--- src/ptrb_pkg.sv ---
`default_nettype none
package ptrb_pkg;

   typedef enum logic [2:0] {
      ACT_ADD     = 3'd0,
      ACT_SELECT  = 3'd1,
      ACT_SUCCESS = 3'd2,
      ACT_FAILURE = 3'd3,
      ACT_TICK    = 3'd4,
      ACT_LIST    = 3'd5
   } action_type;

   typedef enum logic [1:0] {
      CSR_FIRST_DELAY = 2'd0,
      CSR_DELAY_CAP   = 2'd1,
      CSR_FAIL_LIMIT  = 2'd2
   } csr_index_type;

   typedef enum logic [1:0] {
      ST_IDLE = 2'd0,
      ST_EXEC = 2'd1,
      ST_LIST = 2'd2,
      ST_OUT  = 2'd3
   } state_type;

   typedef struct packed {
      logic [2:0]  action;
      logic [31:0] ip_addr;
      logic [15:0] port_num;
   } req_type;

   typedef struct packed {
      logic        ok;
      logic [31:0] peer_ip;
      logic [15:0] peer_port;
      logic [4:0]  entry_count;
      logic        last;
   } rsp_type;

   typedef struct packed {
      logic        add_en;
      logic        busy_en;
      logic        success_en;
      logic        failure_en;
      logic [31:0] ip_addr;
      logic [15:0] port_num;
      logic [31:0] time_now;
      logic [15:0] first_delay;
      logic [23:0] delay_cap;
      logic [7:0]  fail_limit;
   } cell_cmd_type;

   typedef struct packed {
      logic        used;
      logic        match;
      logic        eligible;
      logic        reached;
      logic [31:0] ip_addr;
      logic [15:0] port_num;
   } cell_stat_type;

   localparam logic [31:0] TIME_SAT = 32'hFFFF_FFFF;
   localparam logic [3:0]  SHIFT_CAP = 4'd7;

   function automatic logic routable(input logic [31:0] ip, input logic [15:0] port);
      logic [7:0] a;
      logic [7:0] b;
      a = ip[31:24];
      b = ip[23:16];
      routable = 1'b1;
      if (port == 16'd0) routable = 1'b0;
      if (a == 8'd0 || a == 8'd127 || a == 8'd10) routable = 1'b0;
      if (a == 8'd172 && b >= 8'd16 && b <= 8'd31) routable = 1'b0;
      if (a == 8'd192 && b == 8'd168) routable = 1'b0;
      if (a == 8'd169 && b == 8'd254) routable = 1'b0;
      if (a >= 8'd224) routable = 1'b0;
   endfunction

endpackage
`default_nettype wire

--- src/ptrb_cell.sv ---
`default_nettype none
module ptrb_cell (
   input  wire logic                   clock,
   input  wire logic                   reset,
   input  wire ptrb_pkg::cell_cmd_type cmd,
   input  wire logic                   sel,
   output ptrb_pkg::cell_stat_type     stat
);

   logic        used_ff;
   logic [31:0] ip_ff;
   logic [15:0] port_ff;
   logic        busy_ff;
   logic        reached_ff;
   logic [7:0]  fails_ff;
   logic [31:0] retry_ff;
   logic [7:0]  fails_in;
   logic [3:0]  shift_amt;
   logic [7:0]  fm1;
   logic [23:0] shifted;
   logic [23:0] delay;
   logic [32:0] sum;
   logic [31:0] retry_in;

   always_comb begin
      fails_in = (fails_ff == 8'hFF) ? fails_ff : fails_ff + 8'd1;
      fm1 = fails_in - 8'd1;
      shift_amt = (fm1 > 8'd7) ? ptrb_pkg::SHIFT_CAP : fm1[3:0];
      shifted = {8'd0, cmd.first_delay} << shift_amt;
      delay = (shifted > cmd.delay_cap) ? cmd.delay_cap : shifted;
      sum = {1'b0, cmd.time_now} + {9'd0, delay};
      retry_in = sum[32] ? ptrb_pkg::TIME_SAT : sum[31:0];
   end

   always_ff @(posedge clock) begin
      if (reset) begin
         used_ff <= 1'b0;
      end else if (sel && cmd.add_en) begin
         used_ff <= 1'b1;
      end
      if (sel && cmd.add_en) begin
         ip_ff      <= cmd.ip_addr;
         port_ff    <= cmd.port_num;
         busy_ff    <= 1'b0;
         reached_ff <= 1'b0;
         fails_ff   <= 8'd0;
         retry_ff   <= 32'd0;
      end else if (sel && cmd.busy_en) begin
         busy_ff <= 1'b1;
      end else if (sel && cmd.success_en) begin
         busy_ff    <= 1'b0;
         reached_ff <= 1'b1;
         fails_ff   <= 8'd0;
      end else if (sel && cmd.failure_en) begin
         busy_ff  <= 1'b0;
         fails_ff <= fails_in;
         retry_ff <= retry_in;
      end
   end

   always_comb begin
      stat.used     = used_ff;
      stat.match    = used_ff && ip_ff == cmd.ip_addr && port_ff == cmd.port_num;
      stat.eligible = used_ff && !busy_ff && fails_ff < cmd.fail_limit
                      && retry_ff <= cmd.time_now;
      stat.reached  = used_ff && reached_ff;
      stat.ip_addr  = ip_ff;
      stat.port_num = port_ff;
   end

endmodule
`default_nettype wire

--- config.mk ---
export PLATFORM = sky130hd
export DESIGN_NAME = ptrb_cell
export DESIGN_NICKNAME = d
export VERILOG_FILES = /design/src/ptrb_pkg.sv /design/src/ptrb_cell.sv
export SDC_FILE = /design/constraint.sdc
export NUM_CORES = 1
export LEC_CHECK = 0
export ABC_AREA = 1
export BUFFER_PORTS_ARGS = -buffer_cell sky130_fd_sc_hd__clkbuf_2
export CORE_MARGIN = 4
export CORE_UTILIZATION = 49
export CTS_BUF_LIST = sky130_fd_sc_hd__clkbuf_8
export CTS_CLUSTER_SIZE = 30
export DETAILED_ROUTE_END_ITERATION = 16
export HOLD_SLACK_MARGIN = 0.06
export PLACE_DENSITY = 0.81
export SLEW_MARGIN = 20
export SYNTH_ARGS = -nofsm -noshare
export SYNTH_HDL_FRONTEND = slang
export SYNTH_SLANG_ARGS = --single-unit
export TNS_END_PERCENT = 30
--- constraint.sdc ---
create_clock -name clock -period 9.6 [get_ports clock]
set_input_delay 1.44 -clock clock [delete_from_list [all_inputs] [get_ports clock]]
set_output_delay 1.44 -clock clock [all_outputs]
set_load 0.01 [all_outputs]
* Word-level counts from Yosys, hierarchy flattened *
Index checks and enable logic that the tools add are counted.

word-level totals
  register bits = 91
  bits in latches = 0
  bits in writable memories = 0
  ROM bits = 0
  input bits = 135
  output and inout bits = 52
  logic and storage cells = 45
  memories = 0

operators by class
  add/sub/neg operators = 3
  $mul = 0
  div/mod/pow operators = 0
  magnitude comparators = 4
  equality and inequality tests = 3
  shift operators = 1
  multiplexer cells = 9
  bitwise gates (word level) = 2
  reductions and logical operators = 16

operators by type and width
  kind                                                                              count
  32-bit by 24-bit adder with 33-bit output                                         1
  32-bit == test                                                                    1
  32-bit <= comparator                                                              1
  32-bit two-way mux                                                                1
  24-bit greater-than comparator                                                    1
  24-bit two-way mux                                                                1
  8-bit two-way mux                                                                 3
  16-bit by 4-bit << shifter with 24-bit output                                     1
  16-bit == test                                                                    1
  1-bit logical AND                                                                 10
  8-bit by 1-bit adder with 8-bit output (second input constant)                    1
  8-bit == test (second input constant)                                             1
  8-bit by 3-bit greater-than comparator with 1-bit output (second input constant)  1
  8-bit < comparator                                                                1
  8-bit by 1-bit subtractor with 8-bit output (second input constant)               1
  4-bit two-way mux                                                                 1
  2-bit AND reduction                                                               2
  1-bit two-way mux                                                                 3
  3-bit AND reduction                                                               1
  3-bit nonzero test                                                                1
  1-bit NOT                                                                         2
  2-bit nonzero test                                                                1
  1-bit logical NOT                                                                 1

* Logic depth before layout (Yosys ltp) *
  depth after elaboration = 10
  depth in mapped cells = 46

* Least setup slack after synthesis *
No wires, ideal clock.

  path type = reg-to-reg
  from = reg fails_ff[1]
  to = reg retry_ff[23]
  arrival = 5.670 ns
  required time = 9.530 ns
  slack = 3.861 ns
  stages on the path, launching flop included = 42
  path buffers = 3
  period minus slack after synthesis = 5.739 ns
  path through = dfxtp_1 > ha_1 > nand2_2 > nor2_4 > nand3b_1 > nand2_2 > ha_1 > inv_1 > nor2_1 > nand2_1 > nand2_1 > nand2_1 > inv_2 > buf_4 > nand4_1 > nand3_1 > nand3_1 > and2_1 > [6 not listed] > nand4_1 > nand2_1 > inv_1 > buf_2 > o21ai_1 > ha_1 > inv_1 > fa_1 > o21ai_2 > a21boi_0 > o21ai_1 > nand3_1 > nand3_1 > nand2_1 > nand2_1 > inv_1 > buf_2 > a21oi_1

on the way
  longest elaborated chain between the ends = 10
  elaborated cells between the ends (all ways) = 11
  those cells by class = 3 x add/sub; 2 x order compare; 1 x eq/ne; 1 x shift; 4 x mux

ends and longest elaborated chain
  item                                                                     line             RTL
  from (decl)                                                              ptrb_cell.sv:15  logic [7:0] fails_ff;
  from (signal assigned)                                                   ptrb_cell.sv:56  fails_ff <= fails_in;
  8-bit by 1-bit adder with 8-bit output or 8-bit == test (tied branches)  ptrb_cell.sv:26  fails_in = (fails_ff == 8'hFF) ? fails_ff : fails_ff + 8'd1;
  8-bit two-way mux (*)                                                    ptrb_cell.sv:26
  8-bit by 1-bit subtractor with 8-bit output (*)                          ptrb_cell.sv:27  fm1 = fails_in - 8'd1;
  8-bit by 3-bit greater-than comparator with 1-bit output                 ptrb_cell.sv:28  shift_amt = (fm1 > 8'd7) ? ptrb_pkg::SHIFT_CAP : fm1[3:0];
  4-bit two-way mux (*)                                                    ptrb_cell.sv:28
  16-bit by 4-bit << shifter with 24-bit output (*)                        ptrb_cell.sv:29  shifted = {8'd0, cmd.first_delay} << shift_amt;
  24-bit greater-than comparator                                           ptrb_cell.sv:30  delay = (shifted > cmd.delay_cap) ? cmd.delay_cap : shifted;
  24-bit two-way mux (*)                                                   ptrb_cell.sv:30
  32-bit by 24-bit adder with 33-bit output (*)                            ptrb_cell.sv:31  sum = {1'b0, cmd.time_now} + {9'd0, delay};
  32-bit two-way mux (*)                                                   ptrb_cell.sv:32  retry_in = sum[32] ? ptrb_pkg::TIME_SAT : sum[31:0];
  to (signal assigned)                                                     ptrb_cell.sv:57  retry_ff <= retry_in;
  to (decl)                                                                ptrb_cell.sv:16  logic [31:0] retry_ff;

Mark *: on every way between the ends. The rest lies on a longest branch, timed or not.
A chain may end at the register's enable or synchronous reset.

* Worst setup path in the final report *
  from = reg fails_ff[1]
  to = reg retry_ff[1]

Same word-level chain as after synthesis.

==> results.md <==
* Outcome: complete, no violations
* Tmin final at 8.05 ns
* Fraction of layout cells with a size suffix above 1 at 0.182
* Post-synth top flop: edfxtp_1
* Tightest hold margin at 0.511 ns
* Type of origin of the critical path: flop
* Largest net degree at the start of global routing at 43
* Final hold vios at 0
* Ranking of synthesized cells by area: edfxtp_1 (17%), ha_1 (14%), nand2_1 (11%), dfxtp_1 (10%), inv_1 (7.9%)
* Slew @ Worst Pin at 1.12 ns
* FF+latch count, synth at 91
* Max_cap viols at 0
* Post-synth EDFFs at 48
* Area share of the largest cell type after synthesis at 0.174
* P&R area growth vs syn at 15.2%
* CP peak stage delay at 0.48 ns
* Final setup fails at 0
* RSZ-0062 raised after global routing: false
* VDD IR-drop max at 77.1 uV
* DRT Pass-1 Iters at 7
* Chip height at 138 um
* WP data arrival at 8.37 ns
* Setup bufs post-CTS at 0
* Crit path kind: reg2reg
* Total wire length at 23000 um
* Port Buffers at 186
* Worst Path Required at 9.91 ns
* Starting Density at 0.498
* TritonCTS Buffers at 9
* CTS H-tree lvls at 3
* GRT Overall Usage at 0.237
* Most common cell on crit path: nand2_1
* Fin. max-slew vios at 0
* Total number of vias at 8441
* Clk_skew at 0.0180 ns
* Synth unique cells at 57
* Io pins at 187
* DRT antenna net count at 0
* Drt first-iter violations at 505
* Syn nets at 1381
* Fraction of registers with async set/reset at 0
* TritonCTS clock tree: done
* Overflow after GRT at 0
* Seq/Total Area, Yosys at 0.279
* Post-cts gate resize count at 0
* Clk slew on worst S/H paths at 0.11 ns
* Die ar. at 0.0190 mm^2
* Post-DR vias/cell at 5.44
* Maximum clock frequency at 124 MHz
* Fin crit share at 0.839
* Clock Latency Late Sink at 0.38 ns
* Nature of the critical path endpoint: flop
* Mapped cell area at 0.00826 mm^2
* Yosys top cell by area: edfxtp_1
* Core Footprint at 0.0166 mm^2
* Power, Total at 0.00132 W
* Setup total negative slack at 0 ns
* Drt wl/cell at 14.8 um
* Die width at 138 um
* Root buf cell: clkbuf_8
* Initial antenna violation count at 0
* Leakage at 4.89 nW
* YS warnings at 0
* Slew HR at 0.255
* Number of hold buffers added after cts at 0
* Mapped Cells at 1153
* Pwr Density at 138 mW/mm^2
* Most frequent cells after synthesis: nand2_1 (234), inv_1 (173), nand3_1 (103)
* Global-route wire length before repair at 36500 um
* CTS Sinks at 91
* DR DRC count at 0
* Syn avg cell area at 7.17 um^2
* Vias in the first global route at 8087
* Gp weighted congestion at 0.974
* Crit-path max FO at 27
* Diode count at 0
* Max Root-Sink Buffers at 2
* Critical Path Slowest Stage Cell: inv_1
* Row cnt at 47
* Final Net Count at 1556
* Most common cell in the synthesized netlist: nand2_1
* Hold Crit Class: reg2reg
* DP HPWL at 19000 um
[worst max-delay path: cells and delay by family, from the launching register on]
family / cells / cell delay [ns]
simple gates: 22 / 3.25
buf+inv: 8 / 2.01
fa+ha+maj: 5 / 1.27
compound gates: 6 / 1.00
flops: 1 / 0.43
[cell usage in the layout, fill, tap and decap left out, types with 3 or more instances in the layout]
| cell | instances |
|---|---|
| nand2_1 | 234 |
| clkbuf_2 | 186 |
| inv_1 | 172 |
| nand3_1 | 103 |
| a21oi_1 | 92 |
| ha_1 | 92 |
| nor2_1 | 73 |
| o21ai_0 | 67 |
| edfxtp_1 | 48 |
| dfxtp_1 | 43 |
| nand4_1 | 32 |
| xnor2_1 | 27 |
| and2_1 | 15 |
| xor2_1 | 10 |
| o221ai_1 | 9 |
| clkbuf_8 | 9 |
| nand2_2 | 8 |
| nor3_1 | 7 |
| o211ai_1 | 7 |
| or2_2 | 7 |
| o22ai_1 | 7 |
| nor4_1 | 7 |
| a21boi_0 | 6 |
| a31oi_1 | 5 |
| a21o_1 | 5 |
| inv_2 | 4 |
| o21bai_1 | 4 |
| a21oi_2 | 4 |
| a221oi_1 | 4 |
| nor2_2 | 3 |
| clkinv_4 | 3 |
| nand3_2 | 3 |
| a22o_1 | 3 |
| inv_8 | 3 |
| buf_4 | 3 |
[cell families after synthesis]
family                     count (synthesis)  share of synthesized area
xor gates and xnor gates                  37                     0.0392
DFF                                       91                      0.279
buffers and inverters                    203                      0.103
adders and majority gates                 93                      0.142
AOI/OAI and AO/OA                        224                      0.157
other                                      1                   0.000454
and+or+nand+nor                          504                      0.280
[final timing paths]
| check | slack [ns] | from | endpoint | cells after the start |
|---|---|---|---|---|
| setup / recovery | 1.55 | fails_ff[1] | retry_ff[1] | 41 |
| hold / removal | 0.51 | retry_ff[24] | retry_ff[24] | 2 |
| setup reg to reg | 1.55 | fails_ff[1] | retry_ff[1] | 41 |
| hold reg to reg | 0.51 | retry_ff[24] | retry_ff[24] | 2 |
[layout make-up]
type,instances,area (um^2)
flip-flops and latches,91,2300
well taps,220,275
fillers,1600,7060
clock buffers,9,124
clock inverters,7,76.3
repair buffers,189,953
inverters,178,673
multi-input cells,859,5110
[metal layers]
metal | vias up | GRT usage | part of all wire
li1 | 4273 | - | -
met1 | 3814 | 0.295 | 0.42
met2 | 311 | 0.419 | 0.48
met3 | 43 | 0.0406 | 0.075
met4 | 0 | 0.0768 | 0.025
met5 | - | 0 | 0
[stage by stage]
step	setup slack (ns)	area, um^2	std cells	utilization
CTS	1.74	9520	1553	0.574
global route	0.789	9520	1553	0.574
finish	1.55	9520	1553	0.574
detailed placement	1.80	9320	1537	0.562
global placement	2.14	9320	1537	0.562
floorplan	3.86	8260	1153	-
[power by group]
group          switching (W)  internal, W
registers          0.0000183     0.000440
clock network       0.000163     0.000104
logic               0.000363     0.000230
[registers in the layout, summed over array words and instances, names as in the netlist]
signal and flops:
ip_ff 32, retry_ff 32, port_ff 16, fails_ff 8
busy_ff 1, reached_ff 1, used_ff 1
Note: power is estimated with default switching activity, not from simulation.
